File: src/sv/qhsd_pkg.sv
// Shared types, constants and helpers for the quoted hex string decoder.
package qhsd_pkg;

  localparam int unsigned POS_WIDTH_DEF = 16;
  localparam int unsigned FAIL_POS_W    = 16;

  localparam logic [7:0] QUOTE_CH = 8'h27;
  localparam logic [7:0] ZERO_CH  = 8'h30;
  localparam logic [7:0] X_CH     = 8'h78;

  // parse phase, one-hot
  typedef enum logic [5:0] {
    PH_START  = 6'b000001,
    PH_WANT_X = 6'b000010,
    PH_HEX1   = 6'b000100,
    PH_HEX2   = 6'b001000,
    PH_LIT    = 6'b010000,
    PH_QUOTE  = 6'b100000
  } phase_t;

  typedef struct packed {
    logic                  byte_valid;
    logic [7:0]            data;
    logic                  done_res;
    logic                  failed;
    logic [FAIL_POS_W-1:0] fail_pos;
  } result_t;

  typedef struct packed {
    logic       ok;
    logic [3:0] value;
  } nibble_t;

  function automatic nibble_t nibble_of(input logic [7:0] c);
    nibble_t n;
    n.ok    = 1'b1;
    n.value = 4'd0;
    if (c >= 8'h30 && c <= 8'h39)      n.value = 4'(c - 8'h30);
    else if (c >= 8'h61 && c <= 8'h66) n.value = 4'(c - 8'h57);
    else if (c >= 8'h41 && c <= 8'h46) n.value = 4'(c - 8'h37);
    else                               n.ok    = 1'b0;
    return n;
  endfunction

endpackage

File: src/sv/qhsd_parser.sv
// Parser state and per-character decode logic.
module qhsd_parser import qhsd_pkg::*; #(
  parameter int unsigned POS_WIDTH = POS_WIDTH_DEF
) (
  input  logic       clk,
  input  logic       rst,
  input  logic       step,
  input  logic [7:0] ch,
  input  logic       last,
  output result_t    res
);

  localparam int unsigned FPW = (POS_WIDTH > FAIL_POS_W) ? POS_WIDTH : FAIL_POS_W;

  phase_t               phase, phase_next;
  logic [3:0]           high_nibble, high_nibble_next;
  logic [POS_WIDTH-1:0] pos, len;
  logic                 error_seen;

  nibble_t              nib;
  logic                 bv, fail, fail_at_len, at_end_bad;
  logic [7:0]           byte_val;
  logic [POS_WIDTH-1:0] fpos;
  logic [FPW-1:0]       fpos_ext;

  assign nib = nibble_of(ch);
  assign len = pos + POS_WIDTH'(1);

  always_comb begin
    phase_next       = phase;
    high_nibble_next = high_nibble;
    bv               = 1'b0;
    byte_val         = 8'd0;
    fail             = 1'b0;
    fail_at_len      = 1'b0;
    at_end_bad       = 1'b0;
    if (!error_seen) begin
      unique case (phase)
        PH_START: begin
          if (ch == QUOTE_CH) begin
            phase_next = PH_LIT;
            at_end_bad = last;
          end else if (ch == ZERO_CH) begin
            phase_next = PH_WANT_X;
            at_end_bad = last;
          end else begin
            fail = 1'b1;
          end
        end
        PH_WANT_X: begin
          if (ch == X_CH) begin
            phase_next = PH_HEX1;
            at_end_bad = last;
          end else begin
            fail = 1'b1;
          end
        end
        PH_HEX1: begin
          if (ch == QUOTE_CH) begin
            phase_next = PH_LIT;
            at_end_bad = last;
          end else if (nib.ok) begin
            high_nibble_next = nib.value;
            phase_next       = PH_HEX2;
            at_end_bad       = last;
          end else begin
            fail = 1'b1;
          end
        end
        PH_HEX2: begin
          if (nib.ok) begin
            bv         = 1'b1;
            byte_val   = {high_nibble, nib.value};
            phase_next = PH_HEX1;
          end else begin
            fail = 1'b1;
          end
        end
        PH_LIT: begin
          if (ch == QUOTE_CH) begin
            phase_next = PH_QUOTE;
          end else begin
            bv         = 1'b1;
            byte_val   = ch;
            at_end_bad = last;
          end
        end
        PH_QUOTE: begin
          if (ch == QUOTE_CH) begin
            bv         = 1'b1;
            byte_val   = QUOTE_CH;
            phase_next = PH_LIT;
            at_end_bad = last;
          end else if (last) begin
            // single trailing char after a closing quote: hex digit fails at the end
            fail        = 1'b1;
            fail_at_len = nib.ok;
          end else if (ch == ZERO_CH) begin
            phase_next = PH_WANT_X;
          end else begin
            fail = 1'b1;
          end
        end
        default: begin
          fail = 1'b1;
        end
      endcase
      if (!fail && at_end_bad) begin
        fail        = 1'b1;
        fail_at_len = 1'b1;
      end
    end
  end

  assign fpos     = fail_at_len ? len : pos;
  assign fpos_ext = FPW'(fpos);

  always_comb begin
    res.byte_valid = bv;
    res.data       = byte_val;
    res.done_res   = last;
    res.failed     = fail;
    res.fail_pos   = fail ? fpos_ext[FAIL_POS_W-1:0] : '0;
  end

  always_ff @(posedge clk) begin
    if (rst) begin
      phase       <= PH_START;
      high_nibble <= 4'd0;
      pos         <= '0;
      error_seen  <= 1'b0;
    end else if (step) begin
      if (last) begin
        phase       <= PH_START;
        high_nibble <= 4'd0;
        pos         <= '0;
        error_seen  <= 1'b0;
      end else begin
        phase       <= phase_next;
        high_nibble <= high_nibble_next;
        pos         <= len;
        error_seen  <= error_seen | fail;
      end
    end
  end

  a_rearm: assert property (@(posedge clk) disable iff (rst)
    step && last |=> phase == PH_START && pos == '0 && !error_seen)
    else $error("parser did not re-arm after last character");

  a_quiet_after_err: assert property (@(posedge clk) disable iff (rst)
    error_seen |-> !res.failed && !res.byte_valid)
    else $error("output produced after sticky error");

  a_err_sticks: assert property (@(posedge clk) disable iff (rst)
    step && res.failed && !last |=> error_seen)
    else $error("error flag not set after failure");

endmodule

File: src/sv/quoted_hex_string_decoder_unit.sv
// Top level: input register, parser, result register.
// The result reaches m_* through the input register and then the result register.
// Throughput: one character per cycle while m_tready allows; parser state updates per step.
// Backpressure: input stage refills while the result register drains.
// Reset (rst, synchronous): clears both stage valids and returns the parser to start.
module quoted_hex_string_decoder_unit import qhsd_pkg::*; #(
  parameter int unsigned POS_WIDTH = POS_WIDTH_DEF
) (
  input  logic        clk,
  input  logic        rst,
  input  logic        s_tvalid,
  output logic        s_tready,
  input  logic [7:0]  s_tdata,   // [7:0] ch
  input  logic        s_tlast,   // last
  output logic        m_tvalid,
  input  logic        m_tready,
  output logic [31:0] m_tdata,   // [0] byte_valid, [8:1] data, [9] failed, [25:10] fail_pos
  output logic        m_tlast    // done_res
);

  logic       in_valid;
  logic [7:0] in_ch;
  logic       in_last;
  logic       advance, step;
  result_t    res, out_res;

  assign advance  = !m_tvalid || m_tready;
  assign s_tready = !in_valid || advance;
  assign step     = in_valid && advance;

  always_ff @(posedge clk) begin
    if (rst) begin
      in_valid <= 1'b0;
    end else if (s_tready) begin
      in_valid <= s_tvalid;
    end
    if (s_tready && s_tvalid) begin
      in_ch   <= s_tdata;
      in_last <= s_tlast;
    end
  end

  qhsd_parser #(.POS_WIDTH(POS_WIDTH)) u_parser (
    .clk  (clk),
    .rst  (rst),
    .step (step),
    .ch   (in_ch),
    .last (in_last),
    .res  (res)
  );

  always_ff @(posedge clk) begin
    if (rst) begin
      m_tvalid <= 1'b0;
    end else if (advance) begin
      m_tvalid <= in_valid;
    end
    if (step) begin
      out_res <= res;
    end
  end

  assign m_tdata = {6'd0, out_res.fail_pos, out_res.failed, out_res.data, out_res.byte_valid};
  assign m_tlast = out_res.done_res;

  a_data_zero: assert property (@(posedge clk) disable iff (rst)
    m_tvalid && !out_res.byte_valid |-> out_res.data == 8'd0)
    else $error("data non-zero without a byte");

  a_pos_zero: assert property (@(posedge clk) disable iff (rst)
    m_tvalid && !out_res.failed |-> out_res.fail_pos == '0)
    else $error("fail_pos non-zero without failure");

  a_step_fills: assert property (@(posedge clk) disable iff (rst)
    step |=> m_tvalid)
    else $error("parsed request lost before result register");

endmodule

File: config.mk
export PLATFORM = sky130hd
export DESIGN_NAME = quoted_hex_string_decoder_unit
export DESIGN_NICKNAME = d
export VERILOG_FILES = /design/src/sv/qhsd_pkg.sv /design/src/sv/qhsd_parser.sv /design/src/sv/quoted_hex_string_decoder_unit.sv
export SDC_FILE = /design/constraint.sdc
export NUM_CORES = 1
export LEC_CHECK = 0
export BUFFER_PORTS_ARGS = -buffer_cell sky130_fd_sc_hd__buf_2
export CORE_MARGIN = 2
export CORE_UTILIZATION = 53
export DETAILED_ROUTE_END_ITERATION = 7
export PLACE_DENSITY = 0.74
export SLEW_MARGIN = 20
export SYNTH_ARGS = -nofsm -noshare
export SYNTH_HDL_FRONTEND = slang
export SYNTH_SLANG_ARGS = --single-unit
File: constraint.sdc
create_clock -name clk -period 4.4 [get_ports clk]
set_input_delay 0.44 -clock clk [delete_from_list [all_inputs] [get_ports clk]]
set_output_delay 0.44 -clock clk [all_outputs]
set_load 0.05 [all_outputs]
# == Word-level counts from Yosys, hierarchy flattened ==
# Cells that the tools add are included.
# totals
register_bits,65
output_inout_bits,35
wordCells,114
# classes
n_addsub,4
order_cmp,6
eq_ne,16
n_mux,57
n_bitwise,1
n_reduce_logical,17
# op_table
op,n
two-way mux 6 bit,10
two-way mux 16 bit,2
two-way mux 4 bit,8
two-way mux 1 bit,30
one-hot mux 6 bit (5 select lines),1
one-hot mux 8 bit (3 select lines),1
adder 16 x 1 -> 16 bit (second input constant),1
== test 8 x 6 -> 1 bit (second input constant),2
>= comparator 8 x 7 -> 1 bit (second input constant),2
less-or-equal comparator 8 x 7 -> 1 bit (second input constant),2
two-way mux 8 bit,2
!= test 3 x 2 -> 1 bit (second input constant),3
== test 8 x 7 -> 1 bit (second input constant),1
>= comparator 8 x 6 -> 1 bit (second input constant),1
less-or-equal comparator 8 x 6 -> 1 bit (second input constant),1
AND reduction 8 bit,1
subtractor 4 x 3 -> 4 bit (second input constant),2
== test 6 x 1 -> 1 bit (second input constant),1
== test 6 x 2 -> 1 bit (second input constant),1
== test 6 x 3 -> 1 bit (second input constant),1
== test 6 x 4 -> 1 bit (second input constant),1
== test 6 x 5 -> 1 bit (second input constant),1
== test 6 bit (second input constant),1
logical AND 1 bit,6
other kinds (14),19

# == Longest topological paths before layout ==
# Gate-level depths: netlist of the first run.
# depth
depth_word,15
mapped_depth,10
mapped_depth_nobuf,8

# == By module ==
# Synthesis of the first run repeated with hierarchy kept, for this count alone.
# unflattened
cells_unflattened,425
hier_area_um2,3981.3
# by_module_without_submodules
module,n_inst,cells_per_inst,area_each_um2,seq_area_each_um2
qhsd_parser,1,372,2747.6,540.5
quoted_hex_string_decoder_unit,1,53,1233.7,1121.1

# == Worst setup path after synthesis of the first run ==
# No wires, ideal clock.
# synth_path
kind,register to register
start,reg in_ch[0]
end,"reg out_res, in the netlist m_tdata[18], data pin"
setup_time_ps,270
arrival_time_ps,2337
t_required_ps,4130
setup_slack_ps,1793
path_stages_with_launch,11
path_buffers,2
cell_sequence,edfxtp_1 inv_1 ha_1 or4b_1 or4_4 a21oi_4 o31ai_2 buf_6 buf_2 o21ai_0 a21oi_1
# synth_via
elab_chain_cells,14
# synth_rtl
element,line,rtl
"start, declared",quoted_hex_string_decoder_unit.sv:22,logic [7:0] in_ch;
"start signal, assigned",quoted_hex_string_decoder_unit.sv:38,in_ch <= s_tdata;
>= comparator 8 x 7 -> 1 bit / less-or-equal comparator 8 x 7 -> 1 bit (equally long branches),qhsd_pkg.sv:40,else if (c >= 8'h41 && c <= 8'h46) n.value = 4'(c - 8'h37);
logical AND 1 bit,qhsd_pkg.sv:40,
two-way mux 1 bit,qhsd_pkg.sv:40,
two-way mux 1 bit,qhsd_pkg.sv:39,else if (c >= 8'h61 && c <= 8'h66) n.value = 4'(c - 8'h57);
two-way mux 1 bit,qhsd_pkg.sv:38,if (c >= 8'h30 && c <= 8'h39) n.value = 4'(c - 8'h30);
two-way mux 1 bit,"qhsd_parser.sv:62, qhsd_parser.sv:71",
two-way mux 1 bit,qhsd_parser.sv:59,if (ch == QUOTE_CH) begin
one-hot mux 1 bit (6 select lines),qhsd_parser.sv:38,unique case (phase)
two-way mux 1 bit,qhsd_parser.sv:37,if (!error_seen) begin
logical NOT 1 bit,qhsd_parser.sv:108,if (!fail && at_end_bad) begin
logical AND 1 bit,qhsd_parser.sv:108,
two-way mux 1 bit,qhsd_parser.sv:108,
two-way mux 1 bit,qhsd_parser.sv:37,
two-way mux 16 bit,qhsd_parser.sv:115,assign fpos = fail_at_len ? len : pos;
"end signal, assigned",quoted_hex_string_decoder_unit.sv:59,out_res <= res;
"end, declared",quoted_hex_string_decoder_unit.sv:25,"result_t res, out_res;"
# Parallel ways exist; a longest one is shown, timed or not. The select of a mux whose other input is x is not followed.
# A chain may end at the register's enable or synchronous reset.

# == Worst setup path in the final report of the first run ==
# layout_path
start,reg in_ch[0]
end,"reg out_res, in the netlist m_tdata[22], data pin"
# The elaborated chain is that of the path after synthesis.

==> run metrics, run 1 <==
status finished clean; Max Cap Viol 0; Layout area overhead 10.34%; Post-CTS Setup Bufs 0; Achievable Freq between 300 and 400 MHz; clock tree from TritonCTS built; hold slack final roughly 270 ps; Avg Synthesized Cell Area approximately 9.0 µm²; Reg2Reg Setup Slack between 1000 and 1500 ps; Crit Reg-Reg Endpoint m_tdata[22]; main flop type after synthesis edfxtp_1; gr usage total around 23%; final setup fails 0; Inst Count DP between 400 and 500; total CTS buffers 9; Reg2Reg Depth 8; final hold vios 0; critical path, cell by cell inv_1, ha_1, or4b_1, or4_4, a21oi_4, o31ai_1, a21o_1, nor4_1; worst skew pair latency about 350 ps; Multi-input gate area 1675 µm²; Max-slew headroom between 30 and 40%; CP max stage delay between 400 and 500 ps; layout cell share with drive strength beyond 1 between 10% and 20%; fin crit period 2937 ps; post-synthesis sequential area ratio between 40% and 50%; first-pass GRT wire length approximately 13000 µm; initial drt markers 254; Worst R2R Start in_ch[0]; Via-to-Cell Ratio about 6; HP Class in2reg; io pins 48; total gr overflow 0; input/output buffers 41; met3 wire length 532 µm; Hold Path Cell Cnt 1; clock buffer depth 2; most common cell after layout, fill and taps aside nor2_1; Compound-Gate Fraction of Synth Area about a fifth; Core Rows 29; CP bufs+invs 1; cell count after synthesis 389; XOR/XNOR share of the synthesized area under 10%; ys async rst share 0%; Final GP Congestion 0.8962; vias in the first global route roughly 2800; final std cells w/o fill 499; Yosys cell types 54; fill count 533; die area approximately 7300 µm²; maximum VDD drop 0.0001898 V; highest metal used met4; most frequent cells in the layout nor2_1 (43), buf_2 (41), edfxtp_1 (36), a21oi_1 (35), dfxtp_1 (29); DP Area 3691 µm²; Worst Path Arrival 3100 ps; largest net degree at the start of global routing 38; Pre-antenna DRT Iters 4; P_leak ~1.3 nW; synthesized area 3508 µm²; DRC Markers 0; Yosys Warn Count 0; unrepaired setup endpoints after global routing no; post-CTS resize count 0; Layout Skew roughly 9.3 ps; die height between 80 and 90 µm; Adder-Cell Fraction of Synth Area 1.427%; number of synthesized flops with an enable pin 36; DR vias ~3000; total power approximately 1.3 mW; Storage cell area 1662 µm²; initial antenna violation count 0; H-tree levels 3; CP top delay family simple AND/OR/NAND/NOR gates; CTS Root Cell clkbuf_8; largest family of logic cells by synthesized area simple AND/OR/NAND/NOR gates; remaining antenna violation count after routing 0; CP Capture Type flop; Initial Util a little over half; # hold bufs at CTS 0; WL/cell roughly 16 µm; CP Max Fanout 12; core box area around 6400 µm²; mux cell area share after synthesis less than 1%; die width ~85 µm; Ant. Diodes 0; Layout Nets roughly 430; clk sinks 65; Met2 Wirelength ~3700 µm; Crit Path Class reg2reg; Yosys reg bits between 60 and 70; met1 WL approximately 3500 µm; CP startpoint kind flop; Slew Viols, Final 0; DPL Wire Length 5271 µm; Finished Cell Area a little under 4000 µm²; Setup TNS 0 ps; Tcrit/Tclk final approximately two thirds; critical path's slowest cell edfxtp_1; total length of routed wires 7903 µm; Post-Synth Simple-Gate Area between 20 and 25%; Worst-path clk slew 70 ps; worst endpoint required time around 4600 ps; actual slew at the worst max-slew pin between 900 and 1000 ps; Min-Delay Endpoint in_ch[2]; Pwr per Cell Area between 300 and 400 nW/µm²; Hold Crit Start s_tdata[2]
worst max-delay path by stage:
stage	startpoint	end	slack, ps	cells past startpoint
3_5_place_dp	in_ch[0]	m_tdata[20]	1510	9
6_report	in_ch[0]	m_tdata[22]	1460	8
4_1_cts	in_ch[0]	m_tdata[20]	1470	9
5_1_grt	in_ch[0]	m_tdata[22]	1330	8
3_3_place_gp	in_ch[0]	m_tdata[20]	1570	9
2_1_floorplan	in_ch[0]	m_tdata[18]	1790	10
cell type report:
class	instances	area share [%]
flip-flops and latches	65	42.92
multi-input cells	288	43.28
well taps	77	2.489
clock inverters	4	1.164
clock buffers	12	3.491
inverters	10	0.9696
repair buffers	43	5.688
stage by stage:
stage	utilization [%]	setup WS [ps]
after floorplan	-	1793
after global placement	57.80	1574
after detailed placement	57.80	1514
after CTS	60.62	1474
after global routing	60.62	1327
final	60.62	1463
where the power goes:
group          switching, mW  internal, mW  leakage (nW)
Sequential            0.0161         0.658         0.573
Combinational         0.0910        0.0242         0.662
Clock                  0.224         0.259        0.0941
Total                  0.331         0.942          1.33
flip-flops by register name (all words and copies together) (netlist names):
name	flops
m_tlast	1
u_parser.error_seen	1
in_last	1
in_valid	1
m_tvalid	1
u_parser.high_nibble	4
m_tdata	26
u_parser.pos	16
u_parser.phase	6
in_ch	8
cells by family (layout without fill, tap and decap cells):
logic type               after synthesis  in the layout
other                                  1              6
adder cells (fa/ha/maj)                4              4
multiplexers                           1              1
buffers and inverters                 41             69
XOR/XNOR                               6              6
AND/OR/NAND/NOR                      157            157
flip-flops                            65             65
AO/OA/AOI/OAI                        114            114
worst register-to-register path, cell delays in order (launching register included):
cell and delay [ps]:
edfxtp_1 490, inv_1 110, ha_1 190, or4b_1 460, or4_4 450, a21oi_4 210
o31ai_1 110, a21o_1 380, nor4_1 360
cells in the mapped netlist (all sizes together) (2+ instances only):
cell / instances / area, µm²
clkbuf: 18 / 67.56
a2bb2oi: 3 / 26.28
o31ai: 4 / 35.03
xor2: 3 / 26.28
a21o: 3 / 22.52
nor2b: 3 / 18.77
dfxtp: 29 / 580.6
edfxtp: 36 / 1081
and3: 5 / 31.28
nor2: 43 / 161.4
a31oi: 6 / 37.54
o21ai: 26 / 130.1
or4: 6 / 52.55
inv: 10 / 37.54
o211ai: 3 / 22.52
o21bai: 2 / 15.01
nand2b: 7 / 43.79
or3: 16 / 100.1
a22oi: 12 / 90.09
a21oi: 36 / 191.4
a211o: 3 / 26.28
buf: 13 / 85.07
a221oi: 2 / 17.52
nand4b: 2 / 17.52
and2: 8 / 50.05
ha: 4 / 50.05
nand3: 18 / 90.09
or2: 3 / 18.77
xnor2: 3 / 26.28
nor4: 8 / 50.05
nor3: 13 / 65.06
a211oi: 5 / 37.54
nand2: 22 / 82.58
per-layer routing:
layer	vias up	global-route usage, %
li1	1495	-
met1	1417	30.35
met2	120	34.94
met3	12	7.296
met4	0	10.53
met5	-	0
Power figures use the tool's default switching activity.
==> run 2: changes to the inputs <==
Settings changed: ABC_AREA set to 1.
Clock period 4.4 ns to 3 ns, I/O delays scaled along.
==> run 2 against run 1 <==
Compared with the run above: total power rose by 66%; sequential power rose by 50%; clock-buffer cell count did not move; critical endpoint is now m_tdata[17].
==> run metrics, run 2 <==
number of synthesized flops with an enable pin 36 (unchanged); total length of routed wires 7896 µm (was 7903 µm); Tcrit/Tclk final 76.06% (was 66.75%); CP Capture Type flop (unchanged); Layout Nets 536 (was 434); final hold vios 0 (unchanged); Max Cap Viol 0 (unchanged); fill count 595 (was 533); initial antenna violation count 0 (unchanged); unrepaired setup endpoints after global routing no (unchanged); Reg2Reg Setup Slack 720 ps (was 1460 ps); largest net degree at the start of global routing 23 (was 38); synth cell count leaders nand2_1 (123), nor2_1 (69), inv_1 (52) (was nor2_1 (43), edfxtp_1 (36), a21oi_1 (35)); maximum VDD drop 0.0003325 V (was 0.0001898 V); WL/cell 13.07 µm (was 15.84 µm); Storage cell area 1662 µm² (unchanged); most frequent cells in the layout nand2_1 (123), nor2_1 (69), inv_1 (52), buf_2 (41), edfxtp_1 (36) (was nor2_1 (43), buf_2 (41), edfxtp_1 (36), a21oi_1 (35), dfxtp_1 (29)); Hold Crit Start s_tlast (was s_tdata[2]); Setup TNS 0 ps (unchanged); CTS Root Cell clkbuf_8 (unchanged); DPL Wire Length 5667 µm (was 5271 µm); status finished clean (unchanged); # hold bufs at CTS 0 (unchanged); Yosys reg bits 65 (unchanged); post-CTS resize count 0 (unchanged); die area 7643 µm² (was 7286 µm²); CP Max Fanout 11 (was 12); Crit Path Class reg2reg (unchanged); most common cell in the netlist nand2_1 (was nor2_1); clock power share 33.8% (was 38.0%); Seq pwr share 47.9% (was 53.0%); layout cell share with drive strength beyond 1 18.70% (was 14.93%); DR vias 3117 (was 3044); synth top area cells edfxtp_1 (29%), dfxtp_1 (16%), nand2_1 (13%), nor2_1 (7.0%), inv_1 (5.3%) (was edfxtp_1 (31%), dfxtp_1 (17%), a21oi_1 (5.0%), nor2_1 (4.6%), o21ai_0 (3.7%)); actual slew at the worst max-slew pin 898.2 ps (was 908.3 ps); Yosys Warn Count 0 (unchanged); max reg flops 26 (unchanged); Slew Viols, Final 0 (unchanged); Switch Pwr 667.6 µW (was 330.9 µW); io pins 48 (unchanged); die height 87.43 µm (was 85.36 µm); core box area 6756 µm² (was 6386 µm²); Yosys cell types 37 (was 54); worst skew pair latency 350 ps (about the same); Max-slew headroom 39.90% (was 39.44%); synthesized area 3689 µm² (was 3508 µm²); Via-to-Cell Ratio 5.161 (was 6.100); Initial Util 54.59% (was 54.94%); Post-CTS Setup Bufs 0 (unchanged); Final GP Congestion 0.9311 (was 0.8962); Yosys top cell area share 29.31% (was 30.81%); final setup fails 0 (unchanged); HP Class in2reg (unchanged); die width 87.43 µm (was 85.36 µm); Finished Cell Area 4098 µm² (was 3871 µm²); input/output buffers 41 (unchanged); Achievable Freq 438.2 MHz (was 340.5 MHz); Ant. Diodes 0 (unchanged); Multi-input gate area 1710 µm² (was 1675 µm²); Avg Synthesized Cell Area 7.700 µm² (was 9.019 µm²); Pre-antenna DRT Iters 5 (was 4); Reg2Reg Depth 13 (was 8); most common cell after layout, fill and taps aside nand2_1 (was nor2_1); CP startpoint kind flop (unchanged); DRC Markers 0 (unchanged); Layout Skew 8.228 ps (was 9.318 ps); DP Area 3906 µm² (was 3691 µm²); Layout area overhead 11.09% (was 10.34%); gr usage total 22.12% (was 23.11%); Hold Path Cell Cnt 1 (unchanged); vias in the first global route 2755 (was 2789); clock tree from TritonCTS built (unchanged); main flop type after synthesis edfxtp_1 (unchanged); P_leak 1.786 nW (was 1.330 nW); Worst Path Arrival 2390 ps (was 3100 ps); initial drt markers 188 (was 254); Core Rows 30 (was 29); Worst R2R Start in_ch[0] (unchanged); clk sinks 65 (unchanged); total gr overflow 0 (unchanged); cell count after synthesis 479 (was 389); post-synthesis sequential area ratio 45.05% (was 47.36%); H-tree levels 3 (unchanged); sw frac 31.61% (was 26.00%); ys async rst share 0% (unchanged); first-pass GRT wire length 13000 µm (was 13220 µm); worst endpoint required time 3110 ps (was 4560 ps); Min-Delay Endpoint in_last (was in_ch[2]); combinational share of power 18.3% (was 9.1%); internal power 1.444 mW (was 941.7 µW); Crit Reg-Reg Endpoint m_tdata[17] (was m_tdata[22]); Pwr per Cell Area 515.4 nW/µm² (was 328.7 nW/µm²); total CTS buffers 9 (unchanged); clock buffer depth 2 (unchanged); cell accounting for the most synthesized area edfxtp_1 (unchanged); remaining antenna violation count after routing 0 (unchanged); Worst-path clk slew 70 ps (about the same); fin crit period 2282 ps (was 2937 ps)
## run 2: cells by family after synthesis
| group | after synthesis | synth area share [%] |
|---|---|---|
| compound gates | 60 | 10.07 |
| fa+ha+maj | 4 | 1.357 |
| xor+xnor | 9 | 2.137 |
| buf+inv | 75 | 9.091 |
| simple gates | 265 | 32.19 |
| other cells | 1 | 0.1017 |
| flops | 65 | 45.05 |
## run 2: routing by layer
layer / part of all wire, % / vias up / global-route usage [%] / routed length (µm)
met1: 49 / 1377 / 32.11 / 3856
met2: 43 / 109 / 31.61 / 3361
met5: 0 / - / 0 / 0
li1: - / 1616 / - / -
met3: 6.2 / 15 / 4.360 / 486
met4: 2.4 / 0 / 10.35 / 192
## run 2: final cells by class
class | instances | area share, %
multi-input cells | 344 | 41.74
flip-flops and latches | 65 | 40.55
repair buffers | 44 | 5.557
inverters | 55 | 5.038
clock buffers | 12 | 4.061
well taps | 80 | 2.443
clock inverters | 4 | 0.6107
## run 2: stage by stage
step                      hold WS, ps  total power [mW]  setup WS (ps)  instances  util (%)
after floorplan                 369.1             1.351           1014        484         -
after global placement          451.6             1.404          832.7        588     57.81
after detailed placement        455.8             1.414          761.8        588     57.81
after CTS                       115.6             2.118          751.5        604     60.65
after global routing            111.8             2.215          485.5        604     60.65
final                           119.6             2.112          718.1        604     60.65
## run 2: worst max path at each step
stage	slack [ps]	depth (start not counted)	endpoint	start
2_1_floorplan	1010	7	u_parser.pos[13]	m_tvalid
3_3_place_gp	830	13	m_tdata[17]	in_ch[0]
3_5_place_dp	760	13	m_tdata[18]	in_ch[0]
4_1_cts	750	13	m_tdata[17]	in_ch[0]
5_1_grt	490	13	m_tdata[16]	in_ch[0]
6_report	720	13	m_tdata[17]	in_ch[0]
## run 2: critical path: stages (launching register included)
cell and delay [ps]:
edfxtp_1 450, inv_1 130, ha_1 220, nand3b_1 120, nand3_2 140, nand2_4 90
nand2_2 60, nand3_2 90, nand2_4 100, nand2_2 60, nand2_1 330, nand2_1 90
nand2_1 80, nor2_1 50
## run 2: power by group through the flow
stage / registers [mW] / logic (mW) / clock network, mW
floorplan: 1.08 / 0.270 / 0
global placement: 1.03 / 0.374 / 0
detailed placement: 1.03 / 0.383 / 0
CTS: 1.01 / 0.383 / 0.723
global route: 1.02 / 0.429 / 0.771
finish: 1.01 / 0.386 / 0.714
==> run 3: changes to the inputs <==
Settings changed: ABC_AREA 1 to 0.
Clock period 3 ns to 2.2 ns, I/O delays scaled along.
==> run 3 against run 2 <==
Compared with the run above: the flow now finishes with violations (setup timing); clock power increased by 46%; sequential power increased by 33%; critical endpoint is now m_tdata[20]; non-clock buffer count increased by 80; highest routed layer unchanged; core utilization increased by 18 points; combinational power decreased by 5.2%.
==> run metrics, run 3 (synthesis gave the netlist of run 1 again) <==
status finished, violations left (was finished clean); failing checks setup timing; die area 7286 µm² (was 7643 µm²); first-pass GRT wire length 15100 µm (was 13000 µm); CP startpoint kind flop (unchanged); die width 85.36 µm (was 87.43 µm); DP Area 4187 µm² (was 3906 µm²); actual slew at the worst max-slew pin 663.1 ps (was 898.2 ps); Max Cap Viol 0 (unchanged); total CTS buffers 9 (unchanged); Switch Pwr 754.9 µW (was 667.6 µW); vias in the first global route 3218 (was 2755); Pre-antenna DRT Iters 5 (unchanged); Max-slew headroom 55.73% (was 39.90%); core box area 6386 µm² (was 6756 µm²); unrepaired setup endpoints after global routing yes (was no); initial antenna violation count 0 (unchanged); final setup fails 28 (was 0); Pwr per Cell Area 550.3 nW/µm² (was 515.4 nW/µm²); DRC Markers 0 (unchanged); highest metal used met4 (unchanged); Layout Nets 516 (was 536); DPL Wire Length 6051 µm (was 5667 µm); clock power share 38.0% (was 33.8%); remaining antenna violation count after routing 0 (unchanged); Hold Crit Start s_tdata[6] (was s_tlast); Worst Path Arrival 2970 ps (was 2390 ps); gr usage total 26.31% (was 22.12%); io pins 48 (unchanged); internal power 1.992 mW (was 1.444 mW); CP Max Fanout 7 (was 11); Worst-path clk slew 70 ps (about the same); largest net degree at the start of global routing 30 (was 23); CTS Root Cell clkbuf_8 (unchanged); DR vias 3652 (was 3117); sw frac 27.48% (was 31.61%); Initial Util 54.94% (was 54.59%); Worst R2R Start in_ch[1] (was in_ch[0]); final worst slack -552.4 ps (was 718.1 ps); most common cell after layout, fill and taps aside buf_4 (was nand2_1); Tcrit/Tclk final 125.1% (was 76.06%); final hold vios 0 (unchanged); P_leak 1.802 nW (was 1.786 nW); die height 85.36 µm (was 87.43 µm); Achievable Freq 363.3 MHz (was 438.2 MHz); input/output buffers 41 (unchanged); Final GP Congestion 0.9116 (was 0.9311); clock tree from TritonCTS built (unchanged); met1 WL 4396 µm (was 3856 µm); worst endpoint required time 2420 ps (was 3110 ps); clock buffer depth 2 (unchanged); most frequent cells in the layout buf_4 (66), buf_2 (41), nor2_1 (40), edfxtp_1 (36), dfxtp_1 (29) (was nand2_1 (123), nor2_1 (69), inv_1 (52), buf_2 (41), edfxtp_1 (36)); clk sinks 65 (unchanged); H-tree levels 3 (unchanged); Crit Path Class reg2reg (unchanged); fin crit period 2752 ps (was 2282 ps); layout cell share with drive strength beyond 1 41.07% (was 18.70%); Seq pwr share 48.7% (was 47.9%); Core Rows 29 (was 30); max reg flops 26 (unchanged); Slew Viols, Final 0 (unchanged); HP Class in2reg (unchanged); worst skew pair latency 360 ps (was 350 ps); Layout Skew 13.37 ps (was 8.228 ps); crit path from in_ch[1] (was in_ch[0]); maximum VDD drop 0.0004101 V (was 0.0003325 V); WL/cell 17.90 µm (was 13.07 µm); Met2 Wirelength 4862 µm (was 3361 µm); Setup WS pre-CTS -467.6 ps (was 761.8 ps); combinational share of power 13.3% (was 18.3%); Ant. Diodes 0 (unchanged); Layout area overhead 42.30% (was 11.09%); CP Capture Type flop (unchanged); Via-to-Cell Ratio 6.286 (was 5.161); Finished Cell Area 4992 µm² (was 4098 µm²); initial drt markers 509 (was 188); total length of routed wires 10400 µm (was 7896 µm); total gr overflow 0 (unchanged); fill count 389 (was 595); met3 wire length 762 µm (was 486 µm)
==> run 3: cell count changes in the layout (fill, tap and decap cells not counted), moves of 9 or more <==
cell	previous run	this run
nand2_1	123	21
buf_4	3	66
inv_1	52	7
nor2_1	69	40
nand3_1	34	16
buf_6	0	15
or3_1	0	13
a21oi_1	33	22
o21ai_0	7	18
a22oi_1	1	10
==> run 3: stage by stage <==
| stage | cells | hold slack (ps) | setup TNS (ps) | total power, mW | utilization, % |
|---|---|---|---|---|---|
| floorplan | 394 | 318.9 | -5211 | 1.562 | - |
| global placement | 544 | 398.0 | -6241 | 1.649 | 65.56 |
| detailed placement | 544 | 398.8 | -7961 | 1.655 | 65.56 |
| CTS | 567 | 31.12 | -8595 | 2.716 | 73.12 |
| global route | 581 | 30.13 | -12450 | 2.828 | 78.17 |
| finish | 581 | 34.65 | -10590 | 2.747 | 78.17 |
==> run 3: layout make-up <==
type	count	area, µm²	area share [%]
clock inverter	6	67.56	1.353
clock buffer	10	137.6	2.757
sequential	65	1662	33.28
tap	77	96.34	1.930
inverter	10	42.54	0.8521
timing repair buffer	124	917.1	18.37
multi-input combinational	289	2069	41.45
==> run 3: power by group through the flow <==
stage,registers [mW],logic (mW),clock network (mW)
6_report,1.34,0.366,1.04
5_1_grt,1.34,0.382,1.11
4_1_cts,1.33,0.330,1.05
3_5_place_dp,1.36,0.294,0
3_3_place_gp,1.36,0.289,0
2_1_floorplan,1.44,0.127,0
==> run 3: repair_timing <==
| item | 4_1_cts | 5_1_grt |
|---|---|---|
| endpoints found under the setup margin | 29 | 36 |
| gates cloned | 1 | 1 |
| gates resized for setup | 49 | 45 |
| pin swaps | 7 | 22 |
| endpoints found under the hold margin | 0 | 0 |
| setup buffers | 7 | 20 |
| hold buffers | 0 | 0 |
==> run 3: critical path: stages (launching register included) <==
cell and delay [ps]:
edfxtp_1 420, inv_2 110, ha_4 130, or4b_4 470, or4_4 450, a21oi_4 240, o31ai_4 140, or4_4 540
a21oi_2 120
==> run 3: worst paths after layout <==
path,to,slack [ps],cells past startpoint
worst max-delay path,m_tdata[20],-550,8
worst min-delay path,in_ch[6],30,1
worst max register to register,m_tdata[20],-550,8
worst min register to register,u_parser.high_nibble[3],520,2
==> run 3: metal layers <==
metal / GRT usage [%] / vias up
met1: 35.44 / 1719
met2: 41.12 / 221
met3: 5.642 / 52
met4: 11.26 / 0
li1: - / 1660
met5: 0 / -
